$ cat src/rtl/core/dts_pkg.sv
// Shared constants, opcode codes and control struct for the DFS topological sort unit.
package dts_pkg;

	localparam int MAX_VERTICES = 16;
	localparam int VIDX_W = $clog2(MAX_VERTICES);
	localparam int VTX_W = 5;
	localparam int OP_W = 2;

	typedef enum logic [OP_W-1:0] {
		OP_ADD   = 2'd0,
		OP_SORT  = 2'd1,
		OP_CLEAR = 2'd2,
		OP_NONE  = 2'd3
	} opcode_t;

	// Walker to order buffer: sort start, one finished vertex, search done.
	typedef struct packed {
		logic             start;
		logic             fin_valid;
		logic [VTX_W-1:0] fin_vertex;
		logic             done;
	} dts_ctl_t;

endpackage

$ cat src/rtl/core/dts_adj.sv
// Adjacency bit matrix: one row of successor bits per source vertex.
module dts_adj (
	input  logic                                 clk,
	input  logic                                 arst_n,
	input  logic                                 add_en,
	input  logic                                 clear_en,
	input  logic [dts_pkg::VTX_W-1:0]            from_vertex,
	input  logic [dts_pkg::VTX_W-1:0]            to_vertex,
	input  logic [dts_pkg::VIDX_W-1:0]           rd_addr,
	output logic [dts_pkg::MAX_VERTICES-1:0]     rd_row
);

	logic [dts_pkg::MAX_VERTICES-1:0] rows_q [dts_pkg::MAX_VERTICES];
	logic [dts_pkg::VTX_W-1:0] from_m1;
	logic [dts_pkg::VTX_W-1:0] to_m1;
	logic from_ok;
	logic to_ok;

	assign from_m1 = from_vertex - dts_pkg::VTX_W'(1);
	assign to_m1 = to_vertex - dts_pkg::VTX_W'(1);
	// drop edges with an end outside 1..MAX_VERTICES
	assign from_ok = (from_vertex != '0) &&
		(from_vertex <= dts_pkg::VTX_W'(dts_pkg::MAX_VERTICES));
	assign to_ok = (to_vertex != '0) &&
		(to_vertex <= dts_pkg::VTX_W'(dts_pkg::MAX_VERTICES));

	always_ff @(posedge clk or negedge arst_n) begin
		if (!arst_n) begin
			for (int i = 0; i < dts_pkg::MAX_VERTICES; i++) begin
				rows_q[i] <= '0;
			end
		end else if (clear_en) begin
			for (int i = 0; i < dts_pkg::MAX_VERTICES; i++) begin
				rows_q[i] <= '0;
			end
		end else if (add_en && from_ok && to_ok) begin
			rows_q[from_m1[dts_pkg::VIDX_W-1:0]][to_m1[dts_pkg::VIDX_W-1:0]] <= 1'b1;
		end
	end

	assign rd_row = rows_q[rd_addr];

endmodule

$ cat src/rtl/core/dts_walker.sv
// DFS sequencer: explicit stack, visited marks, one neighbor test per cycle.
module dts_walker (
	input  logic                                 clk,
	input  logic                                 arst_n,
	input  logic                                 start,
	input  logic [dts_pkg::VTX_W-1:0]            vertex_limit,
	input  logic [dts_pkg::MAX_VERTICES-1:0]     adj_row,
	output logic [dts_pkg::VIDX_W-1:0]           adj_addr,
	output dts_pkg::dts_ctl_t                    ctl,
	output logic                                 idle
);

	typedef enum logic [2:0] {
		W_IDLE = 3'b001,
		W_ROOT = 3'b010,
		W_SCAN = 3'b100
	} walk_state_t;

	walk_state_t state_q;
	logic [dts_pkg::VTX_W-1:0] root_q;
	logic [dts_pkg::VTX_W-1:0] depth_q;
	logic [dts_pkg::VTX_W-1:0] w_q;
	logic [dts_pkg::MAX_VERTICES-1:0] visited_q;
	logic [dts_pkg::VTX_W-1:0] stk_v_q [dts_pkg::MAX_VERTICES];
	logic [dts_pkg::VTX_W-1:0] stk_n_q [dts_pkg::MAX_VERTICES];

	logic [dts_pkg::VTX_W-1:0] top_m;
	logic [dts_pkg::VTX_W-1:0] pop_m;
	logic [dts_pkg::VTX_W-1:0] v_m1;
	logic [dts_pkg::VTX_W-1:0] w_m1;
	logic [dts_pkg::VTX_W-1:0] root_m1;
	logic [dts_pkg::VTX_W-1:0] cur_v;
	logic scan_end;
	logic hit;

	assign top_m = depth_q - dts_pkg::VTX_W'(1);
	assign pop_m = depth_q - dts_pkg::VTX_W'(2);
	assign cur_v = stk_v_q[top_m[dts_pkg::VIDX_W-1:0]];
	assign v_m1 = cur_v - dts_pkg::VTX_W'(1);
	assign w_m1 = w_q - dts_pkg::VTX_W'(1);
	assign root_m1 = root_q - dts_pkg::VTX_W'(1);
	assign adj_addr = v_m1[dts_pkg::VIDX_W-1:0];
	assign scan_end = (w_q > vertex_limit);
	assign hit = adj_row[w_m1[dts_pkg::VIDX_W-1:0]] &&
		!visited_q[w_m1[dts_pkg::VIDX_W-1:0]];

	always_comb begin
		ctl = '0;
		ctl.start = start && (state_q == W_IDLE);
		ctl.fin_vertex = cur_v;
		ctl.fin_valid = (state_q == W_SCAN) && scan_end;
		ctl.done = (state_q == W_ROOT) && (root_q > vertex_limit);
	end

	assign idle = (state_q == W_IDLE);

	always_ff @(posedge clk or negedge arst_n) begin
		if (!arst_n) begin
			state_q <= W_IDLE;
			root_q <= '0;
			depth_q <= '0;
			w_q <= '0;
			visited_q <= '0;
		end else begin
			case (state_q)
				W_IDLE: begin
					if (start) begin
						visited_q <= '0;
						root_q <= dts_pkg::VTX_W'(1);
						state_q <= W_ROOT;
					end
				end
				W_ROOT: begin
					if (root_q > vertex_limit) begin
						state_q <= W_IDLE;
					end else if (visited_q[root_m1[dts_pkg::VIDX_W-1:0]]) begin
						root_q <= root_q + dts_pkg::VTX_W'(1);
					end else begin
						// open a new tree at this root
						visited_q[root_m1[dts_pkg::VIDX_W-1:0]] <= 1'b1;
						depth_q <= dts_pkg::VTX_W'(1);
						w_q <= dts_pkg::VTX_W'(1);
						state_q <= W_SCAN;
					end
				end
				W_SCAN: begin
					if (scan_end) begin
						// all children done: pop, resume parent where it left off
						depth_q <= top_m;
						if (depth_q == dts_pkg::VTX_W'(1)) begin
							root_q <= root_q + dts_pkg::VTX_W'(1);
							state_q <= W_ROOT;
						end else begin
							w_q <= stk_n_q[pop_m[dts_pkg::VIDX_W-1:0]];
						end
					end else if (hit) begin
						visited_q[w_m1[dts_pkg::VIDX_W-1:0]] <= 1'b1;
						depth_q <= depth_q + dts_pkg::VTX_W'(1);
						w_q <= dts_pkg::VTX_W'(1);
					end else begin
						w_q <= w_q + dts_pkg::VTX_W'(1);
					end
				end
				default: begin
					state_q <= W_IDLE;
				end
			endcase
		end
	end

	// stack payload: written before read, no reset
	always_ff @(posedge clk) begin
		if (state_q == W_ROOT && !(root_q > vertex_limit) &&
				!visited_q[root_m1[dts_pkg::VIDX_W-1:0]]) begin
			stk_v_q[0] <= root_q;
		end
		if (state_q == W_SCAN && !scan_end && hit) begin
			stk_n_q[top_m[dts_pkg::VIDX_W-1:0]] <= w_q + dts_pkg::VTX_W'(1);
			stk_v_q[depth_q[dts_pkg::VIDX_W-1:0]] <= w_q;
		end
	end

endmodule

$ cat src/rtl/core/dts_order.sv
// Finish-order buffer and registered output that replays it in reverse.
module dts_order (
	input  logic                         clk,
	input  logic                         arst_n,
	input  dts_pkg::dts_ctl_t            ctl,
	input  logic                         out_ready,
	output logic [dts_pkg::VTX_W-1:0]    vertex,
	output logic                         last,
	output logic                         out_valid,
	output logic                         idle
);

	typedef enum logic [1:0] {
		E_IDLE = 2'b01,
		E_EMIT = 2'b10
	} emit_state_t;

	emit_state_t state_q;
	logic [dts_pkg::VTX_W-1:0] fin_order_q [dts_pkg::MAX_VERTICES];
	logic [dts_pkg::VTX_W-1:0] count_q;
	logic [dts_pkg::VTX_W-1:0] idx_q;
	logic [dts_pkg::VTX_W-1:0] idx_m1;
	logic [dts_pkg::VTX_W-1:0] vertex_q;
	logic last_q;
	logic valid_q;
	logic load;

	assign idx_m1 = idx_q - dts_pkg::VTX_W'(1);
	assign load = (state_q == E_EMIT) && (!valid_q || out_ready);

	always_ff @(posedge clk or negedge arst_n) begin
		if (!arst_n) begin
			state_q <= E_IDLE;
			count_q <= '0;
			idx_q <= '0;
			valid_q <= 1'b0;
		end else begin
			if (ctl.start) begin
				count_q <= '0;
			end else if (ctl.fin_valid) begin
				count_q <= count_q + dts_pkg::VTX_W'(1);
			end
			if (load) begin
				valid_q <= 1'b1;
			end else if (out_ready) begin
				valid_q <= 1'b0;
			end
			case (state_q)
				E_IDLE: begin
					if (ctl.done && count_q != '0) begin
						idx_q <= count_q;
						state_q <= E_EMIT;
					end
				end
				E_EMIT: begin
					if (load) begin
						idx_q <= idx_m1;
						if (idx_q == dts_pkg::VTX_W'(1)) begin
							state_q <= E_IDLE;
						end
					end
				end
				default: begin
					state_q <= E_IDLE;
				end
			endcase
		end
	end

	always_ff @(posedge clk) begin
		if (ctl.fin_valid) begin
			fin_order_q[count_q[dts_pkg::VIDX_W-1:0]] <= ctl.fin_vertex;
		end
		if (load) begin
			vertex_q <= fin_order_q[idx_m1[dts_pkg::VIDX_W-1:0]];
			last_q <= (idx_q == dts_pkg::VTX_W'(1));
		end
	end

	assign vertex = vertex_q;
	assign last = last_q;
	assign out_valid = valid_q;
	assign idle = (state_q == E_IDLE);

endmodule

$ cat src/rtl/core/dfs_topological_sort_unit.sv
// Top level of the DFS topological sort unit: ports, vertex count register, assertions.
//
// Usage: items enter on the in_valid/in_ready channel with fields opcode,
// from_vertex and to_vertex. An add beat sets one bit of a 16x16 adjacency
// matrix and a clear beat empties it; both give no result, so edges can
// stream in back to back. A sort beat runs a depth-first
// search from each unvisited vertex 1..n in ascending order and returns the
// reverse finishing order on vertex/last, one beat per vertex, last set on
// the final one. n is cfg_wr_data as written (reset 4), capped at 16; n of
// zero gives no result beats.
// Timing: the search tests one candidate neighbor per cycle on a single
// compare step; the replay then gives one beat per cycle as the receiver takes
// them. in_ready stays low from the sort beat until the last result has moved
// into the output register.
// A stalled receiver holds the output register and pauses the replay; the
// next item is accepted while the final result still waits there.
// Reset clears the graph, the marks, the count and all handshake state.
module dfs_topological_sort_unit (
	input  logic                         clk,
	input  logic                         arst_n,
	input  logic                         in_valid,
	output logic                         in_ready,
	input  logic [dts_pkg::OP_W-1:0]     opcode,
	input  logic [dts_pkg::VTX_W-1:0]    from_vertex,
	input  logic [dts_pkg::VTX_W-1:0]    to_vertex,
	output logic                         out_valid,
	input  logic                         out_ready,
	output logic [dts_pkg::VTX_W-1:0]    vertex,
	output logic                         last,
	input  logic                         cfg_wr_en,
	input  logic [dts_pkg::VTX_W-1:0]    cfg_wr_data
);

	logic [dts_pkg::VTX_W-1:0] vcount_q;
	logic [dts_pkg::VTX_W-1:0] n_eff;
	logic in_beat;
	logic walker_idle;
	logic order_idle;
	logic [dts_pkg::VIDX_W-1:0] adj_addr;
	logic [dts_pkg::MAX_VERTICES-1:0] adj_row;
	dts_pkg::dts_ctl_t ctl;

	always_ff @(posedge clk or negedge arst_n) begin
		if (!arst_n) begin
			vcount_q <= dts_pkg::VTX_W'(4);
		end else if (cfg_wr_en) begin
			vcount_q <= cfg_wr_data;
		end
	end

	// counts above the matrix size act as a full matrix
	assign n_eff = (vcount_q > dts_pkg::VTX_W'(dts_pkg::MAX_VERTICES)) ?
		dts_pkg::VTX_W'(dts_pkg::MAX_VERTICES) : vcount_q;

	assign in_ready = walker_idle && order_idle;
	assign in_beat = in_valid && in_ready;

	dts_adj u_adj (
		.clk         (clk),
		.arst_n      (arst_n),
		.add_en      (in_beat && opcode == dts_pkg::OP_ADD),
		.clear_en    (in_beat && opcode == dts_pkg::OP_CLEAR),
		.from_vertex (from_vertex),
		.to_vertex   (to_vertex),
		.rd_addr     (adj_addr),
		.rd_row      (adj_row)
	);

	dts_walker u_walker (
		.clk          (clk),
		.arst_n       (arst_n),
		.start        (in_beat && opcode == dts_pkg::OP_SORT),
		.vertex_limit (n_eff),
		.adj_row      (adj_row),
		.adj_addr     (adj_addr),
		.ctl          (ctl),
		.idle         (walker_idle)
	);

	dts_order u_order (
		.clk       (clk),
		.arst_n    (arst_n),
		.ctl       (ctl),
		.out_ready (out_ready),
		.vertex    (vertex),
		.last      (last),
		.out_valid (out_valid),
		.idle      (order_idle)
	);

	// a sort beat closes the input until the search and replay are done
	a_sort_blocks: assert property (@(posedge clk) disable iff (!arst_n)
		in_beat && opcode == dts_pkg::OP_SORT |=> !in_ready)
		else $error("input open right after a sort beat");

	// vertices finish only while a search is running
	a_fin_busy: assert property (@(posedge clk) disable iff (!arst_n)
		ctl.fin_valid |-> !walker_idle && !ctl.done)
		else $error("finish beat outside a search");

	// a new result appears only from an active replay
	a_out_from_replay: assert property (@(posedge clk) disable iff (!arst_n)
		$rose(out_valid) |-> $past(!order_idle))
		else $error("result beat without replay");

endmodule

$ cat config.mk
export PLATFORM = sky130hd
export DESIGN_NAME = dfs_topological_sort_unit
export DESIGN_NICKNAME = d
export VERILOG_FILES = /design/src/rtl/core/dts_pkg.sv /design/src/rtl/core/dts_adj.sv /design/src/rtl/core/dts_walker.sv /design/src/rtl/core/dts_order.sv /design/src/rtl/core/dfs_topological_sort_unit.sv
export SDC_FILE = /design/constraint.sdc
export NUM_CORES = 1
export LEC_CHECK = 0
export BUFFER_PORTS_ARGS = -buffer_cell sky130_fd_sc_hd__buf_4
export CAP_MARGIN = 10
export CORE_MARGIN = 2
export CORE_UTILIZATION = 50
export DETAILED_ROUTE_END_ITERATION = 8
export PLACE_DENSITY = 0.66
export SYNTH_ARGS = -nofsm -noshare
export SYNTH_HDL_FRONTEND = slang
export SYNTH_SLANG_ARGS = --single-unit
$ cat constraint.sdc
create_clock -name clk -period 10.5 [get_ports clk]
set_input_delay 1.05 -clock clk [delete_from_list [all_inputs] [get_ports clk]]
set_output_delay 1.05 -clock clk [all_outputs]
set_load 0.03 [all_outputs]
After elaboration in Yosys (flattened, before gate mapping)
Memories as Yosys holds them, arrays and structs flattened. A register that Yosys moved wholly into a read port is not among the register bits.
Index checks and enable logic that the tools add are counted.
{ "word_totals": {"ff_bits": 309, "ram_bits": 240, "input_bits": 22, "out_inout_bits": 8, "elab_cells": 198, "n_memories": 3} }
{ "op_classes": {"add_sub_neg": 12, "n_lt_le_gt_ge": 14, "n_eq_ne": 23, "mux": 67, "bitwise_logic": 5, "n_reduce_logical": 47} }
{ "mem_list": {"columns": ["name", "words", "word_bits", "read_ports", "rd_clocked_by_memory_dff", "write_ports", "line_no", "rtl"], "rows": [
  ["u_order.fin_order_q", 16, 5, 1, 1, 1, "dts_order.sv:19", "logic [dts_pkg::VTX_W-1:0] fin_order_q [dts_pkg::MAX_VERTICES];"],
  ["u_walker.stk_n_q", 16, 5, 1, 0, 1, "dts_walker.sv:25", "logic [dts_pkg::VTX_W-1:0] stk_n_q [dts_pkg::MAX_VERTICES];"],
  ["u_walker.stk_v_q", 16, 5, 1, 0, 1, "dts_walker.sv:24", "logic [dts_pkg::VTX_W-1:0] stk_v_q [dts_pkg::MAX_VERTICES];"]
]} }
{ "ops": {"columns": ["operator", "n"], "rows": [
  ["$mux W256", 2],
  ["$or A256 B256 Y256", 1],
  ["$mux W16", 8],
  ["$mux W5", 18],
  ["$bmux W16 S4", 1],
  ["$demux W16 S4", 1],
  ["$pmux W16 S3", 1],
  ["$or A16 B16 Y16", 2],
  ["$pmux W5 S2", 3],
  ["$logic_and A1 B1 Y1", 23],
  ["$add A5 B1 Y5 const B", 4],
  ["$sub A4 B1 Y4 const B", 5],
  ["$lt A4 B5 Y1 const B", 3],
  ["$mux W1", 15],
  ["$mux W3", 5],
  ["$pmux W5 S3", 1],
  ["$reduce_bool A5 Y1", 3],
  ["$bmux W1 S4", 3],
  ["$demux W1 S4", 3],
  ["$ge A4 B1 Y1 const B", 3],
  ["$ne A2 B2 Y1 const B", 6],
  ["$reduce_and A4 Y1", 3],
  ["$reduce_and A6 Y1", 2],
  ["$eq A5 B1 Y1 const B", 2],
  ["27 further kinds", 50]
]} }

Longest topological paths before layout
Gate-level depths: netlist of run 1.
An unclocked memory read counts as a cell.
{ "logic_depth": {"depth_word": 15, "ltp_mapped": 28, "ltp_nobuf": 17} }

Modules after synthesis
A second synthesis of run 1 with hierarchy kept.
{ "hier_totals": {"cells_unflattened": 2021, "hier_area_um2": 25449.4} }
{ "by_module_without_submodules": {"columns": ["module", "instances", "cells_per_inst", "area_each_um2", "seq_area_each_um2"], "rows": [
  ["dts_adj", 1, 1080, 11783.8, 6406.1],
  ["dts_walker", 1, 650, 9325.2, 5656.7],
  ["dts_order", 1, 271, 4097.7, 2909.0],
  ["dfs_topological_sort_unit", 1, 20, 242.7, 126.4]
]} }

Least setup slack after synthesis of run 1
Ideal clock, no wire load.
{ "synth_timing": {"path_kind": "register -> register", "start": "reg u_walker.depth_q[0] (netlist name)", "end": "mem u_walker.stk_v_q[0][0] (netlist name) (data pin)", "setup_ns": 0.330, "arrival_ns": 7.396, "required_time_ns": 10.170, "path_slack_ns": 2.774, "stages_incl_launch_ff": 28, "path_buffers": 12, "period_less_slack_ns": 7.726, "path_cell_list": "dfrtp_1 > buf_6 > buf_6 > buf_2 > buf_1 > clkbuf_1 > inv_1 > ha_1 > clkbuf_4 > mux4_2 > mux2i_1 > mux2_4 > clkbuf_1 > clkbuf_1 > ha_1 > clkbuf_1 > clkinv_1 > clkbuf_1 > clkbuf_1 > mux4_2 > nand2_1 > a2111oi_0 > nand4_1 > o311a_1 > a21oi_4 > nand2_4 > buf_6 > o21ai_0"} }
{ "synth_via": {"elab_chain_cells": 15} }
{ "synth_rtl": {"columns": ["item", "line_no", "rtl"], "rows": [
  ["from (decl)", "dts_walker.sv:21", "logic [dts_pkg::VTX_W-1:0] depth_q;"],
  ["from (signal assigned)", "dts_walker.sv:81", "depth_q <= dts_pkg::VTX_W'(1);"],
  ["from (signal assigned)", "dts_walker.sv:89", "depth_q <= top_m;"],
  ["from (signal assigned)", "dts_walker.sv:98", "depth_q <= depth_q + dts_pkg::VTX_W'(1);"],
  ["$sub A5 B1 Y5", "dts_walker.sv:36", "assign top_m = depth_q - dts_pkg::VTX_W'(1);"],
  ["$mem_v2 Z16 W5", null, null],
  ["$sub A4 B1 Y4", "dts_walker.sv:39", "assign v_m1 = cur_v - dts_pkg::VTX_W'(1);"],
  ["$not A4 Y5 (not written as such)", "dts_adj.sv:41", "assign rd_row = rows_q[rd_addr];"],
  ["$bmux W16 S4", "dts_adj.sv:41", null],
  ["$mux W16 (not written as such) (2 in a row)", "dts_adj.sv:41", null],
  ["$bmux W1 S4", "dts_walker.sv:44", "assign hit = adj_row[w_m1[dts_pkg::VIDX_W-1:0]] &&"],
  ["$mux W1 (not written as such)", "dts_walker.sv:44", null],
  ["$logic_and A1 B1 Y1", "dts_walker.sv:44", null],
  ["$logic_and A1 B1 Y1", "dts_walker.sv:117", "if (state_q == W_SCAN && !scan_end && hit) begin"],
  ["$mux W1", "dts_walker.sv:117", null],
  ["$mux W1 (not written as such)", "dts_walker.sv:119", "stk_v_q[depth_q[dts_pkg::VIDX_W-1:0]] <= w_q;"],
  ["$reduce_or A5 Y1 (no line)", null, null],
  ["$mux W5 (no line)", null, null],
  ["to (decl)", "dts_walker.sv:24", null]
]} }
No other way between the ends. The select of a mux whose other input is x is not followed.

==> results of run 1 <==
worst max path at each step:
| stage | from | to | slack (ns) | depth (start not counted) |
|---|---|---|---|---|
| 6_report | u_walker.depth_q[2]$_DFFE_PN0P_ | u_walker.stk_n_q[7][2]$_DFFE_PP_ | 2.66 | 18 |
| 2_1_floorplan | u_walker.depth_q[0]$_DFFE_PN0P_ | u_walker.stk_v_q[0][0]$_DFFE_PP_ | 2.77 | 27 |
| 3_5_place_dp | u_walker.depth_q[2]$_DFFE_PN0P_ | u_walker.stk_n_q[6][0]$_DFFE_PP_ | 2.78 | 18 |
| 3_3_place_gp | u_walker.depth_q[2]$_DFFE_PN0P_ | u_walker.stk_n_q[4][0]$_DFFE_PP_ | 3.05 | 15 |
| 4_1_cts | u_walker.depth_q[2]$_DFFE_PN0P_ | u_walker.stk_n_q[7][2]$_DFFE_PP_ | 2.76 | 18 |
| 5_1_grt | u_walker.depth_q[2]$_DFFE_PN0P_ | u_walker.stk_n_q[9][4]$_DFFE_PP_ | 2.25 | 18 |
stage by stage:
step           util [%]  total power (µW)  worst slack [ns]
2_1_floorplan         -              5287             2.774
3_3_place_gp      52.26              6282             3.048
3_5_place_dp      52.26              6349             2.784
4_1_cts           56.14              8426             2.756
5_1_grt           56.14              8755             2.248
6_report          56.14              8409             2.655
routing by layer:
metal  vias to the layer above  wire (µm)  share of wire [%]
met2                       822      31370                 47
met1                      8704      27160                 41
li1                       7397          -                  -
met5                         -          0                  0
met4                         0       1804                2.7
met3                       141       5902                8.9
synthesized netlist by cell type (all sizes together) (8+ instances only):
| cell | count |
|---|---|
| nor2 | 318 |
| dfrtp | 305 |
| a21oi | 289 |
| edfxtp | 246 |
| mux4 | 116 |
| clkbuf | 105 |
| nand2 | 105 |
| mux2i | 76 |
| nor3 | 46 |
| o21ai | 39 |
| nand3 | 38 |
| ha | 36 |
| buf | 29 |
| inv | 27 |
| mux2 | 18 |
| nor4 | 17 |
| xor2 | 14 |
| xnor2 | 13 |
| and2 | 12 |
| and3 | 12 |
| nand2b | 12 |
| nor2b | 12 |
| o22ai | 11 |
| a211oi | 9 |
| a32o | 8 |
| a32oi | 8 |
| nand4 | 8 |
worst max-delay path, stage by stage (launching register included):
cell,delay [ns]
dfrtp_1,0.74
inv_1,0.17
ha_1,0.24
a21boi_1,0.17
xnor2_1,0.92
mux2i_1,0.27
buf_4,0.26
inv_1,0.07
ha_1,0.30
clkinv_1,0.77
buf_4,0.55
mux4_2,0.37
mux2i_1,0.07
a2111oi_0,0.55
nor3_1,0.11
and4b_4,0.27
a21oi_4,0.26
nand2_4,0.35
nor4b_1,0.97
flip-flops by register name, indices dropped and copies added (netlist names):
signal               flops
u_order.out_valid        1
u_order.idx_q            5
u_walker.root_q          5
u_order.state_q          2
u_adj.rows_q           256
u_walker.state_q         3
u_order.last             1
u_walker.depth_q         5
u_walker.visited_q      16
u_order.vertex           5
u_order.fin_order_q     80
u_walker.stk_n_q        80
vcount_q                 5
u_order.count_q          5
u_walker.stk_v_q        80
u_walker.w_q             5
where the power goes:
| group | total [µW] | internal, µW | switching (µW) |
|---|---|---|---|
| Sequential | 2650 | 2550 | 103 |
| Combinational | 3680 | 1270 | 2400 |
| Clock | 2080 | 1220 | 860 |
placed cells by master (no fill, tap or decap), types with 11 or more instances in the layout:
master       n
inv_1       26
ha_1        36
o22ai_1     11
and3_1      12
a21oi_1    287
mux2i_1     74
mux2_2      17
nor2b_1     12
nand2b_1    12
nand2_1    104
buf_4       78
nand3_1     38
clkbuf_1    13
mux4_2     116
edfxtp_1   246
o21ai_0     34
nor3_1      40
dfrtp_1    304
nor2_1     315
clkinv_2    13
and2_1      12
clkbuf_16   57
area by class of cell:
type | count | area (µm²) | area share, %
Sequential cell | 554 | 15100 | 53.83
Multi-Input combinational cell | 1287 | 9442 | 33.66
Timing Repair Buffer | 80 | 620.6 | 2.213
Tap cell | 672 | 840.8 | 2.998
Clock buffer | 80 | 1613 | 5.750
Clock inverter | 26 | 322.8 | 1.151
Inverter | 28 | 110.1 | 0.3926
cells by family after synthesis:
| logic type | Yosys count | share of synthesized area, % |
|---|---|---|
| simple gates | 603 | 10.85 |
| flops | 554 | 59.98 |
| compound gates | 411 | 9.296 |
| mux | 210 | 14.24 |
| buf+inv | 162 | 2.878 |
| fa+ha+maj | 36 | 1.790 |
| xor+xnor | 27 | 0.9694 |
==> metrics.yaml, run 1 <==
status: "finished clean"
synth_area_leader_cell: "dfrtp_1"
path_clk_slew_ns: 0.06
worst_setup_path_end_kind: "flop"
rows: 82
ioPinCount: 30
rrSetupSlack_ns: 2.66
hold_buffers: 0
post-route-period-util_pct: 74.71
skew_ns: 0.04110
nFillCells: 4047
wl_per_cell_um: 24.29
met2_usage_pct: 40.29
core-area_mm2: 0.04997
synthTopCellsByArea: "dfrtp_1 (30%), edfxtp_1 (29%), mux4_2 (10%), a21oi_1 (5.7%), nor2_1 (4.7%)"
synth_seq_cells: 554
hold_path_class: "flop to flop"
clkLatencyLatePin_ns: 0.63
stdcell_count: 2727
post_cts_resized: 0
irDropWorstVdd_mv: 0.3333
hold_start: "u_adj.rows_q[169]$_DFFE_PN0P_"
clock-sinks: 554
path_class: "flop to flop"
dpl_cell_area_mm2: 0.02611
grt_max_degree: 257
cap_violations: 0
grt_pass1_vias: 17110
globalplace.congestion: 0.8686
track_usage_pct: 25.62
syn_area_mm2: 0.02517
drc: 0
root_buffer: "clkbuf_16"
worst_pin_slew_ns: 1.379
via_per_inst: 6.257
drt_iter0_drc: 2006
wl_um: 66240
nets: 2066
reg2reg_to: "u_walker.stk_n_q[7][2]$_DFFE_PP_"
r2r_start: "u_walker.depth_q[2]$_DFFE_PN0P_"
maxSlewViolCount: 0
met3_usage_pct: 6.138
top_usage_layer: "met2"
drtAntennaViolNets: 0
startpoint_type: "flop"
setup_viol: 0
grt_overflow: 0
tritoncts: "done"
firstDrtPassIters: 5
synth_cell_type_count: 78
worst_hold_slack_ns: 0.4922
met1_usage_pct: 35.76
area_growth_pct: 11.43
rsz0062_at_grt: "no"
antenna_found_initial: 0
cellPowerDensity_mw_per_mm2: 299.8
ys_async_sr_fraction_pct: 55.60
die_x_um: 228.4
grt_pass1_wl_um: 103200
synth_edf_count: 246
syn-num-nets: 2061
die_h_um: 228.4
power.leakage_uw: 0.01138
synth_ff_type: "dfrtp_1"
dp_hpwl_um: 41700
antenna_cells: 0
clock.fmax_mhz: 127.5
syn_inst: 2003
postSynthAreaPerCell_um2: 12.57
die_area_mm2: 0.05215
synth_top_area_share_pct: 30.32
drive_gt1_share_pct: 16.89
ys_seq_area_share_pct: 59.98
numCtsBuffers: 57
slew_headroom_pct: 8.090
htreeDepth: 2
crit_fanout: 37
fin_crit_ns: 7.845
reg2regPathDepth: 18
whs_path_depth: 2
cts_setup_buffers: 0
min_to: "u_adj.rows_q[169]$_DFFE_PN0P_"
clockBufferDepth: 3
cp.required_ns: 10.75
yosys_warnings: 0
finalHoldViolCount: 0
final_area_mm2: 0.02805
fin_setup_tns_ns: 0
num_vias: 17060
numPortBuffers: 29
dp_cells: 2621
initial_core_util_pct: 50.38
crit_arrival_ns: 8.09
(Power assumes the default switching activity.)
==> inputs of run 2 (changes only) <==
==> constraint.sdc (replaced) <==
create_clock -name clk -period 7.7 [get_ports clk]
set_input_delay 0.77 -clock clk [delete_from_list [all_inputs] [get_ports clk]]
set_output_delay 0.77 -clock clk [all_outputs]
set_load 0.03 [all_outputs]
==> run 2 against run 1 <==
Against the previous run:
- clock-buffer cell count down 7
- combinational power is 35% higher
- sequential cell count unchanged
- critical endpoint is now u_walker.stk_n_q[7][3]$_DFFE_PP_
- critical path type unchanged
==> metrics.yaml, run 2 (synthesized netlist as in run 1, its figures left out) <==
post_cts_resized: 0  # unchanged
grt_overflow: 0  # unchanged
root_buffer: "clkbuf_16"
worst_setup_path_end_kind: "flop"
largest-register: "u_adj.rows_q"
stdcell_count: 2735  # +0.29%
nets: 2074  # +0.39%
p_total_uw: 11350  # +35%
nFillCells: 4057  # +0.25%
rsz0062_at_grt: "no"
fin_crit_ns: 6.952  # -0.8923 ns
post-route-period-util_pct: 90.29  # +16 points
dp_cells: 2629  # +0.31%
drive_gt1_share_pct: 17.01  # +0.13 points
final_cell_mix: "nor2_1 (315), dfrtp_1 (304), a21oi_1 (287), edfxtp_1 (246), mux4_2 (116)"
rows: 82  # unchanged
slowest_delay_ns: 0.97  # about the same
htreeDepth: 2  # unchanged
grt_pass1_vias: 17160  # +0.28%
numCtsBuffers: 57  # unchanged
wl_per_cell_um: 23.64  # -2.7%
crit_arrival_ns: 7.19  # -0.90 ns
ioPinCount: 30  # unchanged
crit_family: "simple AND/OR/NAND/NOR gates"
track_usage_pct: 25.09  # -0.52 points
core-area_mm2: 0.04997  # unchanged
hold_buffers: 0  # unchanged
cts_setup_buffers: 0  # unchanged
clkLatencyLatePin_ns: 0.62  # about the same
largest_register_ffs: 256  # unchanged
skew_ns: 0.02899  # -0.01211 ns
die_h_um: 228.4  # unchanged
dp_hpwl_um: 40740  # -2.3%
die_x_um: 228.4  # unchanged
via_per_inst: 6.193  # -1.0%
numPortBuffers: 29  # unchanged
antenna_found_initial: 0  # unchanged
cap_violations: 0  # unchanged
cp_common_cell: "buf_4"
worst_pin_slew_ns: 1.235  # -0.1439 ns
critical-path-slowest-cell: "nor4b_1"
maxSlewViolCount: 0  # unchanged
crit_buf_inv: 4  # -1
slew_headroom_pct: 17.05  # +9.0 points
num_vias: 16940  # -0.73%
clock.fmax_mhz: 143.8  # +13%
path_clk_slew_ns: 0.06  # about the same
globalplace.congestion: 0.8977  # +3.4%
antenna_cells: 0  # unchanged
cellPowerDensity_mw_per_mm2: 404.8  # +35%
final_common_cell: "nor2_1"
firstDrtPassIters: 6  # +1
reg2reg_to: "u_walker.stk_n_q[7][3]$_DFFE_PP_"
cp.required_ns: 7.94  # -2.81 ns
path_class: "flop to flop"
worst_hold_slack_ns: 0.2395  # -0.2527 ns
reg2regPathDepth: 17  # -1
grt_max_degree: 257  # unchanged
drt_iter0_drc: 1926  # -4.0%
finalHoldViolCount: 0  # unchanged
grt_pass1_wl_um: 101800  # -1.3%
wl_um: 64650  # -2.4%
status: "finished clean"
startpoint_type: "flop"
power.leakage_uw: 0.01137  # about the same
drc: 0  # unchanged
clock-sinks: 554  # unchanged
tritoncts: "done"
crit_fanout: 54  # +46%
irDropWorstVdd_mv: 0.7552  # +130%
drtAntennaViolNets: 0  # unchanged
hold_path_class: "input port to async pin"
r2r_start: "u_walker.depth_q[2]$_DFFE_PN0P_"
die_area_mm2: 0.05215  # unchanged
clockBufferDepth: 3  # unchanged
initial_core_util_pct: 50.38  # unchanged
rrSetupSlack_ns: 0.75  # -1.91 ns
path_cells: "inv_1, ha_1, a21boi_1, xnor2_1, buf_4, mux2_4, inv_6, buf_4, mux2i_1, mux4_2, and2_1, a2111oi_0, nor3_1, and4b_4, a21oi_4, nand2_4, nor4b_1"
setup_viol: 0  # unchanged
area_growth_pct: 11.43  # about the same
run 2: changes by cell type in the layout (fill, tap and decap cells not counted), sizes merged:
cell	before	now
clkbuf	80	73
inv	29	28
clkinvlp	1	3
bufinv	6	5
clkinv	18	25
buf	80	88
run 2: final cells by class:
cell class / instances / area, µm² / share of cell area, %
Timing Repair Buffer: 88 / 693.2 / 2.471
Clock buffer: 73 / 1558 / 5.554
Inverter: 28 / 110.1 / 0.3926
Clock inverter: 33 / 321.6 / 1.147
Tap cell: 672 / 840.8 / 2.998
Sequential cell: 554 / 15100 / 53.84
Multi-Input combinational cell: 1287 / 9424 / 33.60
run 2: power breakdown:
part           leakage [µW]  total [µW]  switching [µW]  internal [µW]
logic               0.00399        4980            3180           1810
registers           0.00646        3610             134           3470
clock network      0.000922        2760            1170           1600
run 2: worst reg2reg max path, cell delays in order (launching register included):
cell and delay [ns]:
dfrtp_1 0.76, inv_1 0.20, ha_1 0.23, a21boi_1 0.30
xnor2_1 0.21, buf_4 0.24, mux2_4 0.45, inv_6 0.45
buf_4 0.58, mux2i_1 0.16, mux4_2 0.50, and2_1 0.19
a2111oi_0 0.41, nor3_1 0.09, and4b_4 0.24, a21oi_4 0.26
nand2_4 0.34, nor4b_1 0.99
run 2: metrics by stage:
step                      util, %  setup TNS, ns  setup slack [ns]  cell area, µm²
after floorplan                 -        -0.8272          -0.02586           25170
after global placement      52.37              0            0.9954           26170
after detailed placement    52.37              0            0.7595           26170
after CTS                   56.13              0            0.7206           28050
after global routing        56.13              0            0.1479           28050
final                       56.13              0            0.7475           28050
run 2: per-layer routing:
metal  share of wire (%)  GRT usage, %  up-vias
met4                 2.7         7.557        0
li1                    -             -     7411
met2                  47         38.80      736
met1                  42         36.14     8651
met5                   0             0        -
met3                 8.2         5.252      141
run 2: worst max path at each step:
stage,start,endpoint,slack [ns],cells after the start
floorplan,u_walker.depth_q[0]$_DFFE_PN0P_,u_walker.stk_v_q[0][0]$_DFFE_PP_,-0.03,27
global placement,u_walker.depth_q[0]$_DFFE_PN0P_,u_walker.stk_n_q[7][2]$_DFFE_PP_,1.0,16
detailed placement,u_walker.depth_q[0]$_DFFE_PN0P_,u_walker.stk_n_q[7][2]$_DFFE_PP_,0.76,16
CTS,u_walker.depth_q[0]$_DFFE_PN0P_,u_walker.stk_n_q[7][0]$_DFFE_PP_,0.72,16
global route,u_walker.depth_q[0]$_DFFE_PN0P_,u_walker.stk_n_q[5][0]$_DFFE_PP_,0.15,16
finish,u_walker.depth_q[2]$_DFFE_PN0P_,u_walker.stk_n_q[7][3]$_DFFE_PP_,0.75,17
